**src/hdl/wsgs_pkg.sv**
```systemverilog
`default_nettype none

package wsgs_pkg;

    // field widths
    localparam int CNT_W   = 14;
    localparam int COORD_W = 16;
    localparam int SIZE_W  = 18;
    localparam int CFG_W   = 16;
    localparam int CFG_IDX_W = 3;

    // lane arithmetic: 17 bit interpolated value, 16 bit magnitude of the
    // difference, 30 bit product of magnitude and index
    localparam int LANE_W = 17;
    localparam int QUO_W  = 16;
    localparam int PROD_W = CNT_W + QUO_W;
    localparam int NUM_LANES = 4;

    // sequencer bit counter, covers both the multiply and the divide pass
    localparam int BIT_CNT_W = $clog2(QUO_W);

    localparam logic [CNT_W-1:0] MAX_STEPS = CNT_W'(10000);

    // action codes
    localparam logic [1:0] ACT_MOVE  = 2'd0;
    localparam logic [1:0] ACT_MAP   = 2'd1;
    localparam logic [1:0] ACT_UNMAP = 2'd2;
    localparam logic [1:0] ACT_NONE  = 2'd3;

    // configuration register indexes
    localparam logic [CFG_IDX_W-1:0] CFG_START_X = 3'd0;
    localparam logic [CFG_IDX_W-1:0] CFG_START_Y = 3'd1;
    localparam logic [CFG_IDX_W-1:0] CFG_START_W = 3'd2;
    localparam logic [CFG_IDX_W-1:0] CFG_START_H = 3'd3;
    localparam logic [CFG_IDX_W-1:0] CFG_END_X   = 3'd4;
    localparam logic [CFG_IDX_W-1:0] CFG_END_Y   = 3'd5;
    localparam logic [CFG_IDX_W-1:0] CFG_END_W   = 3'd6;
    localparam logic [CFG_IDX_W-1:0] CFG_END_H   = 3'd7;

    // sequencer to lane controls
    typedef struct packed {
        logic load;
        logic mul;
        logic div;
        logic mul_bit;
    } lane_ctrl_t;

endpackage

`default_nettype wire

```
**src/hdl/wsgs_lane.sv**
```systemverilog
`default_nettype none

module wsgs_lane (
    input  logic                                clk,
    input  wsgs_pkg::lane_ctrl_t                ctrl,
    input  logic [wsgs_pkg::LANE_W-1:0]         a,
    input  logic [wsgs_pkg::LANE_W-1:0]         b,
    input  logic [wsgs_pkg::CNT_W-1:0]          n,
    output logic [wsgs_pkg::LANE_W-1:0]         res
);
    import wsgs_pkg::*;

    logic [PROD_W-1:0] acc_reg, acc_next;
    logic [QUO_W-1:0]  mag_reg, mag_next;
    logic              neg_reg, neg_next;

    logic [LANE_W:0]   diff;
    logic [LANE_W:0]   diff_abs;
    logic [CNT_W:0]    div_sh;
    logic              div_ge;
    logic [CNT_W:0]    div_sub;
    logic [PROD_W-1:0] mul_add;
    logic [LANE_W:0]   quo_ext;
    logic [LANE_W:0]   quo_s;
    logic [LANE_W:0]   sum;

    // sign and magnitude of end minus start
    assign diff     = {b[LANE_W-1], b} - {a[LANE_W-1], a};
    assign diff_abs = diff[LANE_W] ? (~diff + 1'b1) : diff;

    // shift-add multiply, index msb first
    assign mul_add = ctrl.mul_bit ? {{CNT_W{1'b0}}, mag_reg} : '0;

    // restoring divide, one quotient bit per cycle into the low end
    assign div_sh  = acc_reg[PROD_W-1:QUO_W-1];
    assign div_ge  = (div_sh >= {1'b0, n});
    assign div_sub = div_sh - {1'b0, n};

    always_comb
    begin
        acc_next = acc_reg;
        mag_next = mag_reg;
        neg_next = neg_reg;
        if (ctrl.load)
        begin
            acc_next = '0;
            mag_next = diff_abs[QUO_W-1:0];
            neg_next = diff[LANE_W];
        end
        else if (ctrl.mul)
        begin
            acc_next = {acc_reg[PROD_W-2:0], 1'b0} + mul_add;
        end
        else if (ctrl.div)
        begin
            acc_next = {(div_ge ? div_sub[CNT_W-1:0] : div_sh[CNT_W-1:0]),
                        acc_reg[QUO_W-2:0], div_ge};
        end
    end

    always_ff @(posedge clk)
    begin
        acc_reg <= acc_next;
        mag_reg <= mag_next;
        neg_reg <= neg_next;
    end

    // start plus signed quotient
    assign quo_ext = {2'b00, acc_reg[QUO_W-1:0]};
    assign quo_s   = neg_reg ? (~quo_ext + 1'b1) : quo_ext;
    assign sum     = {a[LANE_W-1], a} + quo_s;
    assign res     = sum[LANE_W-1:0];

endmodule

`default_nettype wire

```
**src/hdl/window_slide_geometry_stepper.sv**
```systemverilog
`default_nettype none

// Frame stepper for an animated window move and resize. Each accepted word
// (step_index, step_count) yields one result word: the rectangle for that
// step, interpolated between the start and end rectangles in the
// configuration registers, with an action code and a final-frame flag. Four
// lanes (x, y, w, h) run side by side; each multiplies the edge difference
// by the index with a shift-add over the 14 index bits and then divides by
// the count with a restoring divider that yields one quotient bit per cycle
// over 16 bits. An item occupies the block through its load, multiply,
// divide and finish steps; a step count of zero skips the arithmetic and
// goes from load straight to finish. A finished word waits in the output
// register while the next input word is accepted. Write configuration only
// while the block is idle.

module window_slide_geometry_stepper (
    input  logic                                 clk,
    input  logic                                 rst_n,
    // configuration
    input  logic                                 cfg_write,
    input  logic [wsgs_pkg::CFG_IDX_W-1:0]       cfg_index,
    input  logic [wsgs_pkg::CFG_W-1:0]           cfg_data,
    // input channel
    input  logic                                 in_valid,
    output logic                                 in_stall,
    input  logic [wsgs_pkg::CNT_W-1:0]           step_index,
    input  logic [wsgs_pkg::CNT_W-1:0]           step_count,
    // output channel
    output logic                                 out_valid,
    input  logic                                 out_stall,
    output logic signed [wsgs_pkg::COORD_W-1:0]  frame_x,
    output logic signed [wsgs_pkg::COORD_W-1:0]  frame_y,
    output logic signed [wsgs_pkg::SIZE_W-1:0]   frame_w,
    output logic signed [wsgs_pkg::SIZE_W-1:0]   frame_h,
    output logic [1:0]                           action,
    output logic                                 final_frame
);
    import wsgs_pkg::*;

    typedef enum logic [3:0] {
        ST_IDLE = 4'b0001,
        ST_MUL  = 4'b0010,
        ST_DIV  = 4'b0100,
        ST_FIN  = 4'b1000
    } state_t;

    // configuration registers
    logic [COORD_W-1:0] start_x_reg, start_y_reg, start_w_reg, start_h_reg;
    logic [COORD_W-1:0] end_x_reg, end_y_reg, end_w_reg, end_h_reg;

    // sequencer
    state_t               state_reg, state_next;
    logic [BIT_CNT_W-1:0] bit_cnt_reg, bit_cnt_next;
    logic [CNT_W-1:0]     idx_sh_reg, idx_sh_next;
    logic [CNT_W-1:0]     cnt_reg, cnt_next;
    logic                 fin_reg, fin_next;
    logic                 idx0_reg, idx0_next;
    logic                 cnt0_reg, cnt0_next;
    logic                 shown_reg, shown_next;

    // output register
    logic               out_valid_reg, out_valid_next;
    logic [COORD_W-1:0] frame_x_reg, frame_x_next;
    logic [COORD_W-1:0] frame_y_reg, frame_y_next;
    logic [SIZE_W-1:0]  frame_w_reg, frame_w_next;
    logic [SIZE_W-1:0]  frame_h_reg, frame_h_next;
    logic [1:0]         action_reg, action_next;
    logic               final_frame_reg, final_frame_next;

    logic             in_accept;
    logic             out_load;
    logic [CNT_W-1:0] cnt_sat;
    logic [CNT_W-1:0] idx_sat;
    lane_ctrl_t       lane_ctrl;

    logic [LANE_W-1:0] lane_a   [NUM_LANES];
    logic [LANE_W-1:0] lane_b   [NUM_LANES];
    logic [LANE_W-1:0] lane_res [NUM_LANES];

    logic [COORD_W-1:0] x_fin, y_fin;
    logic [SIZE_W-1:0]  right_s, right_e, bottom_s, bottom_e;
    logic [SIZE_W-1:0]  w_fin, h_fin;
    logic               shown_eff;
    logic               size_zero;

    // config writes
    always_ff @(posedge clk or negedge rst_n)
    begin
        if (!rst_n)
        begin
            start_x_reg <= '0;
            start_y_reg <= '0;
            start_w_reg <= '0;
            start_h_reg <= '0;
            end_x_reg   <= '0;
            end_y_reg   <= '0;
            end_w_reg   <= '0;
            end_h_reg   <= '0;
        end
        else if (cfg_write)
        begin
            case (cfg_index)
                CFG_START_X: start_x_reg <= cfg_data;
                CFG_START_Y: start_y_reg <= cfg_data;
                CFG_START_W: start_w_reg <= cfg_data;
                CFG_START_H: start_h_reg <= cfg_data;
                CFG_END_X:   end_x_reg   <= cfg_data;
                CFG_END_Y:   end_y_reg   <= cfg_data;
                CFG_END_W:   end_w_reg   <= cfg_data;
                CFG_END_H:   end_h_reg   <= cfg_data;
                default:     start_x_reg <= start_x_reg;
            endcase
        end
    end

    // handshakes
    assign in_stall  = (state_reg != ST_IDLE);
    assign in_accept = in_valid && !in_stall;
    assign out_load  = (state_reg == ST_FIN) && (!out_valid_reg || !out_stall);

    // count and index clamping
    assign cnt_sat = (step_count > MAX_STEPS) ? MAX_STEPS : step_count;
    assign idx_sat = (step_index > cnt_sat) ? cnt_sat : step_index;

    // lane operands: x and y sign extend, w and h zero extend
    assign lane_a[0] = {start_x_reg[COORD_W-1], start_x_reg};
    assign lane_b[0] = {end_x_reg[COORD_W-1], end_x_reg};
    assign lane_a[1] = {start_y_reg[COORD_W-1], start_y_reg};
    assign lane_b[1] = {end_y_reg[COORD_W-1], end_y_reg};
    assign lane_a[2] = {1'b0, start_w_reg};
    assign lane_b[2] = {1'b0, end_w_reg};
    assign lane_a[3] = {1'b0, start_h_reg};
    assign lane_b[3] = {1'b0, end_h_reg};

    assign lane_ctrl.load    = in_accept;
    assign lane_ctrl.mul     = (state_reg == ST_MUL);
    assign lane_ctrl.div     = (state_reg == ST_DIV);
    assign lane_ctrl.mul_bit = idx_sh_reg[CNT_W-1];

    for (genvar g = 0; g < NUM_LANES; g++)
    begin : g_lane
        wsgs_lane u_lane (
            .clk  (clk),
            .ctrl (lane_ctrl),
            .a    (lane_a[g]),
            .b    (lane_b[g]),
            .n    (cnt_reg),
            .res  (lane_res[g])
        );
    end

    // sequencer next state
    always_comb
    begin
        state_next   = state_reg;
        bit_cnt_next = bit_cnt_reg;
        idx_sh_next  = idx_sh_reg;
        cnt_next     = cnt_reg;
        fin_next     = fin_reg;
        idx0_next    = idx0_reg;
        cnt0_next    = cnt0_reg;
        case (state_reg)
            ST_IDLE:
            begin
                if (in_accept)
                begin
                    idx_sh_next  = idx_sat;
                    cnt_next     = cnt_sat;
                    fin_next     = (idx_sat == cnt_sat);
                    idx0_next    = (step_index == '0);
                    cnt0_next    = (step_count == '0);
                    bit_cnt_next = BIT_CNT_W'(CNT_W - 1);
                    state_next   = (step_count == '0) ? ST_FIN : ST_MUL;
                end
            end
            ST_MUL:
            begin
                idx_sh_next  = {idx_sh_reg[CNT_W-2:0], 1'b0};
                bit_cnt_next = bit_cnt_reg - 1'b1;
                if (bit_cnt_reg == '0)
                begin
                    bit_cnt_next = BIT_CNT_W'(QUO_W - 1);
                    state_next   = ST_DIV;
                end
            end
            ST_DIV:
            begin
                bit_cnt_next = bit_cnt_reg - 1'b1;
                if (bit_cnt_reg == '0)
                begin
                    state_next = ST_FIN;
                end
            end
            ST_FIN:
            begin
                if (out_load)
                begin
                    state_next = ST_IDLE;
                end
            end
            default:
            begin
                state_next = ST_IDLE;
            end
        endcase
    end

    // held edges and sizes from the opposite edge
    assign x_fin = (start_x_reg == end_x_reg) ? start_x_reg : lane_res[0][COORD_W-1:0];
    assign y_fin = (start_y_reg == end_y_reg) ? start_y_reg : lane_res[1][COORD_W-1:0];

    assign right_s  = {{2{start_x_reg[COORD_W-1]}}, start_x_reg} + {2'b00, start_w_reg};
    assign right_e  = {{2{end_x_reg[COORD_W-1]}}, end_x_reg} + {2'b00, end_w_reg};
    assign bottom_s = {{2{start_y_reg[COORD_W-1]}}, start_y_reg} + {2'b00, start_h_reg};
    assign bottom_e = {{2{end_y_reg[COORD_W-1]}}, end_y_reg} + {2'b00, end_h_reg};

    assign w_fin = (right_s == right_e)
                 ? right_s - {{2{x_fin[COORD_W-1]}}, x_fin}
                 : {lane_res[2][LANE_W-1], lane_res[2]};
    assign h_fin = (bottom_s == bottom_e)
                 ? bottom_s - {{2{y_fin[COORD_W-1]}}, y_fin}
                 : {lane_res[3][LANE_W-1], lane_res[3]};

    assign shown_eff = shown_reg && !idx0_reg;
    assign size_zero = (w_fin == '0) || (h_fin == '0);

    // result word and mapped flag
    always_comb
    begin
        shown_next       = shown_reg;
        frame_x_next     = frame_x_reg;
        frame_y_next     = frame_y_reg;
        frame_w_next     = frame_w_reg;
        frame_h_next     = frame_h_reg;
        action_next      = action_reg;
        final_frame_next = final_frame_reg;
        out_valid_next   = out_valid_reg && out_stall;
        if (out_load)
        begin
            out_valid_next = 1'b1;
            if (cnt0_reg)
            begin
                frame_x_next     = end_x_reg;
                frame_y_next     = end_y_reg;
                frame_w_next     = {2'b00, end_w_reg};
                frame_h_next     = {2'b00, end_h_reg};
                final_frame_next = 1'b1;
                if ((end_w_reg == '0) || (end_h_reg == '0))
                begin
                    action_next = ACT_UNMAP;
                    shown_next  = 1'b0;
                end
                else
                begin
                    action_next = ACT_MAP;
                    shown_next  = 1'b1;
                end
            end
            else
            begin
                frame_x_next     = x_fin;
                frame_y_next     = y_fin;
                frame_w_next     = w_fin;
                frame_h_next     = h_fin;
                final_frame_next = fin_reg;
                if (size_zero)
                begin
                    action_next = shown_eff ? ACT_UNMAP : ACT_NONE;
                    shown_next  = 1'b0;
                end
                else
                begin
                    action_next = shown_eff ? ACT_MOVE : ACT_MAP;
                    shown_next  = 1'b1;
                end
            end
        end
    end

    // control registers
    always_ff @(posedge clk or negedge rst_n)
    begin
        if (!rst_n)
        begin
            state_reg     <= ST_IDLE;
            shown_reg     <= 1'b0;
            out_valid_reg <= 1'b0;
        end
        else
        begin
            state_reg     <= state_next;
            shown_reg     <= shown_next;
            out_valid_reg <= out_valid_next;
        end
    end

    // payload registers
    always_ff @(posedge clk)
    begin
        bit_cnt_reg     <= bit_cnt_next;
        idx_sh_reg      <= idx_sh_next;
        cnt_reg         <= cnt_next;
        fin_reg         <= fin_next;
        idx0_reg        <= idx0_next;
        cnt0_reg        <= cnt0_next;
        frame_x_reg     <= frame_x_next;
        frame_y_reg     <= frame_y_next;
        frame_w_reg     <= frame_w_next;
        frame_h_reg     <= frame_h_next;
        action_reg      <= action_next;
        final_frame_reg <= final_frame_next;
    end

    assign out_valid   = out_valid_reg;
    assign frame_x     = frame_x_reg;
    assign frame_y     = frame_y_reg;
    assign frame_w     = frame_w_reg;
    assign frame_h     = frame_h_reg;
    assign action      = action_reg;
    assign final_frame = final_frame_reg;

    // a fresh result word only comes out of the finish state
    a_rise_from_fin: assert property (@(posedge clk) disable iff (!rst_n)
        $rose(out_valid_reg) |-> $past(state_reg == ST_FIN))
        else $error("result word appeared outside finish state");

    // zero count skips the arithmetic
    a_cnt0_skip: assert property (@(posedge clk) disable iff (!rst_n)
        (in_accept && (step_count == '0)) |=> (state_reg == ST_FIN))
        else $error("zero count did not go straight to finish");

    // mapped flag agrees with the action just reported
    a_shown_action: assert property (@(posedge clk) disable iff (!rst_n)
        out_load |=> (((action_reg == ACT_MOVE) || (action_reg == ACT_MAP)) == shown_reg))
        else $error("mapped flag disagrees with action");

endmodule

`default_nettype wire

```
**config.mk**
```make
export PLATFORM = sky130hd
export DESIGN_NAME = window_slide_geometry_stepper
export DESIGN_NICKNAME = d
export VERILOG_FILES = /design/src/hdl/wsgs_pkg.sv /design/src/hdl/wsgs_lane.sv /design/src/hdl/window_slide_geometry_stepper.sv
export SDC_FILE = /design/constraint.sdc
export NUM_CORES = 2
export LEC_CHECK = 0
export ABC_AREA = 0
export BUFFER_PORTS_ARGS = -buffer_cell sky130_fd_sc_hd__buf_4
export CORE_UTILIZATION = 45
export DETAILED_ROUTE_END_ITERATION = 10
export HOLD_SLACK_MARGIN = 0.05
export PLACE_DENSITY_LB_ADDON = 0.05
export SYNTH_ARGS = -nofsm -noshare
export SYNTH_HDL_FRONTEND = slang
export SYNTH_SLANG_ARGS = --single-unit
```
**constraint.sdc**
```tcl
create_clock -name clk -period 16.4 [get_ports clk]
set_input_delay 0.82 -clock clk [delete_from_list [all_inputs] [get_ports clk]]
set_output_delay 0.82 -clock clk [all_outputs]
set_load 0.01 [all_outputs]
```
==> impl_metrics.toml <==
[detailed_routing]
antenna_left = 0
wl_per_cell_um = 22.09
routed_wl_um = 126100
drtIter0Drc = 2869
dr_wl_met3_um = 8046
dr_wl_met2_um = 52010
detailroute.via_count = 33610
drt_pass1_iterations = 6
via_per_inst = 5.890
post-route-drc-count = 0
top_layer = "met4"
wl_met1_um = 62620

[sta]
hold_viol = 0
setup_viol = 0
min_period_ps = 6635
max-slew-margin-rel_pct = 18.64
fmax_ghz = 0.1507
drv_slew = 0
fin_crit_sh_pct = 40.46
finClkSkew_ps = 31.49
worst_slew_pin_slew_ps = 1220
final.setup.tns_ps = 0
rsz0062_at_grt = "no"

[cts]
clkLatencyLatePin_ps = 640
cts.sinks = 428
postCtsSetupBuffers = 0
clockRootBuffer = "clkbuf_16"
cts_hold_buf = 0
cts.path.max_buffers = 3
path_clk_slew_ps = 60
ctsResizeCount = 0
htreeDepth = 2
cts_tree = "built"
cts_buffers = 54

[global_routing]
first_global_vias = 30790
grt_util_all_layers_pct = 28.78
grt-ovfl-total = 0
grt_max_degree = 80
antenna_found_initial = 1
grt_pass1_wl_um = 190600

[setup_path]
rr_worst_depth = 25
worst-path-buf-inv = 1
criticalPathCategory = "reg2reg"
arrival_ps = 7130
crit_path_max_incr_delay_ps = 870
crit_required_ps = 16900
r2r_slack_ps = 9770
cp_top_family = "compound AO/OA/AOI/OAI gates"
r2r-start = "g_lane[1].u_lane.acc_reg[0]"
slowest_stage = "o311ai_1"
endpoint_kind = "flip-flop"
start_kind = "flip-flop"
cp_max_fo = 6
reg2reg_to = "action[1]"

[yosys]
synth.avg_cell_area_um2 = 8.539
synth-seq-cells = 428
synthesis.area_mm2 = 0.03809
ys_async_sr_fraction_pct = 31.31
yosysSeqAreaShare_pct = 28.83
synth-edff-count = 174
syn_inst = 4461
synth-main-ff-cell = "edfxtp_1"
yosysWarnings = 0
synth.distinct_cells = 101
synth_nets = 4908

[cells_and_area]
nets = 4973
largest_reg_flops = 120
drive_gt1_share_pct = 8.598
final_cell_mix = "439 x nand2_1, 373 x ha_1, 319 x xnor2_1"
final_common_cell = "nand2_1"
area_growth_pct = 10.53

[min_path]
hp-class = "in2async"

[floorplan]
rows = 106
dieHeight_um = 292.9
die-width_um = 292.9
pin_count = 125
initial_core_util_pct = 45.51
die_area_mm2 = 0.08581
coreArea_mm2 = 0.08369

[placed_design]
portBuffers = 124
dp_hpwl_um = 96030
globalplace.congestion = 0.9942

[job]
max-cap-violations = 0

[status]
status = "completed"
## worst reg2reg max path: cells and delay by family, from the launching register on
| kind | cells | cell delay, ps |
|---|---|---|
| DFF | 1 | 450 |
| AOI/OAI and AO/OA | 13 | 3680 |
| adders and majority gates | 3 | 900 |
| and+or+nand+nor | 5 | 840 |
| buffers and inverters | 1 | 70 |
| xor gates and xnor gates | 3 | 600 |
## how the worst max path moves through the flow
| stage | to | cells after the start | startpoint |
|---|---|---|---|
| 2_1_floorplan | shown_reg | 23 | g_lane[0].u_lane.neg_reg |
| 3_3_place_gp | action[1] | 25 | g_lane[1].u_lane.acc_reg[0] |
| 3_5_place_dp | action[1] | 25 | g_lane[1].u_lane.acc_reg[0] |
| 4_1_cts | action[1] | 25 | g_lane[1].u_lane.acc_reg[0] |
| 5_1_grt | action[1] | 26 | g_lane[1].u_lane.acc_reg[1] |
| 6_report | action[1] | 25 | g_lane[1].u_lane.acc_reg[0] |
## cells by family after synthesis
kind of cell,count (synthesis),share of synthesized area [%]
buffers and inverters,413,4.109
muxes,168,4.707
DFF,428,28.83
and+or+nand+nor,1406,17.99
AOI/OAI and AO/OA,1220,20.83
adders and majority gates,395,13.41
xor gates and xnor gates,431,10.12
## layout make-up
| type | count | area, µm² |
|---|---|---|
| timing repair buffer | 154 | 1160 |
| clock buffer | 72 | 1562 |
| antenna | 1 | 2.502 |
| tap | 1134 | 1419 |
| inverter | 268 | 1011 |
| clock inverter | 29 | 356.6 |
| sequential | 428 | 10980 |
| fill | 7997 | 41580 |
| multi-input combinational | 3620 | 25610 |
## synth_stat cells (all sizes together), types with 120 or more instances
master,instances,area share (%)
a21oi,293,3.8
clkbuf,130,1.3
dfrtp,133,8.7
dfxtp,120,6.3
edfxtp,174,14
ha,373,12
inv,267,2.6
nand2,439,4.3
nor2,314,3.1
nor3,121,1.6
o21ai,316,4.2
xnor2,320,7.4
## through the flow
stage          cell area [µm²]  setup WS, ps  hold slack [ps]  util, %  instances
2_1_floorplan            38090         10900            464.8        -       4461
3_3_place_gp             40180         10010            482.4    48.01       5604
3_5_place_dp             40180          9899            503.4    48.01       5604
4_1_cts                  42100          9867            303.5    50.31       5705
5_1_grt                  42100          9348            340.5    50.31       5705
6_report                 42100          9765            285.3    50.31       5706
## routing by layer
layer / track usage, % / up-vias
li1: - / 16470
met1: 43.73 / 16020
met2: 42.05 / 977
met3: 4.123 / 147
met4: 7.636 / 0
met5: 0 / -
Power is left out: the tool's default activity adds up to more than one toggle a clock period on the data nets, which glitch-free logic cannot reach.
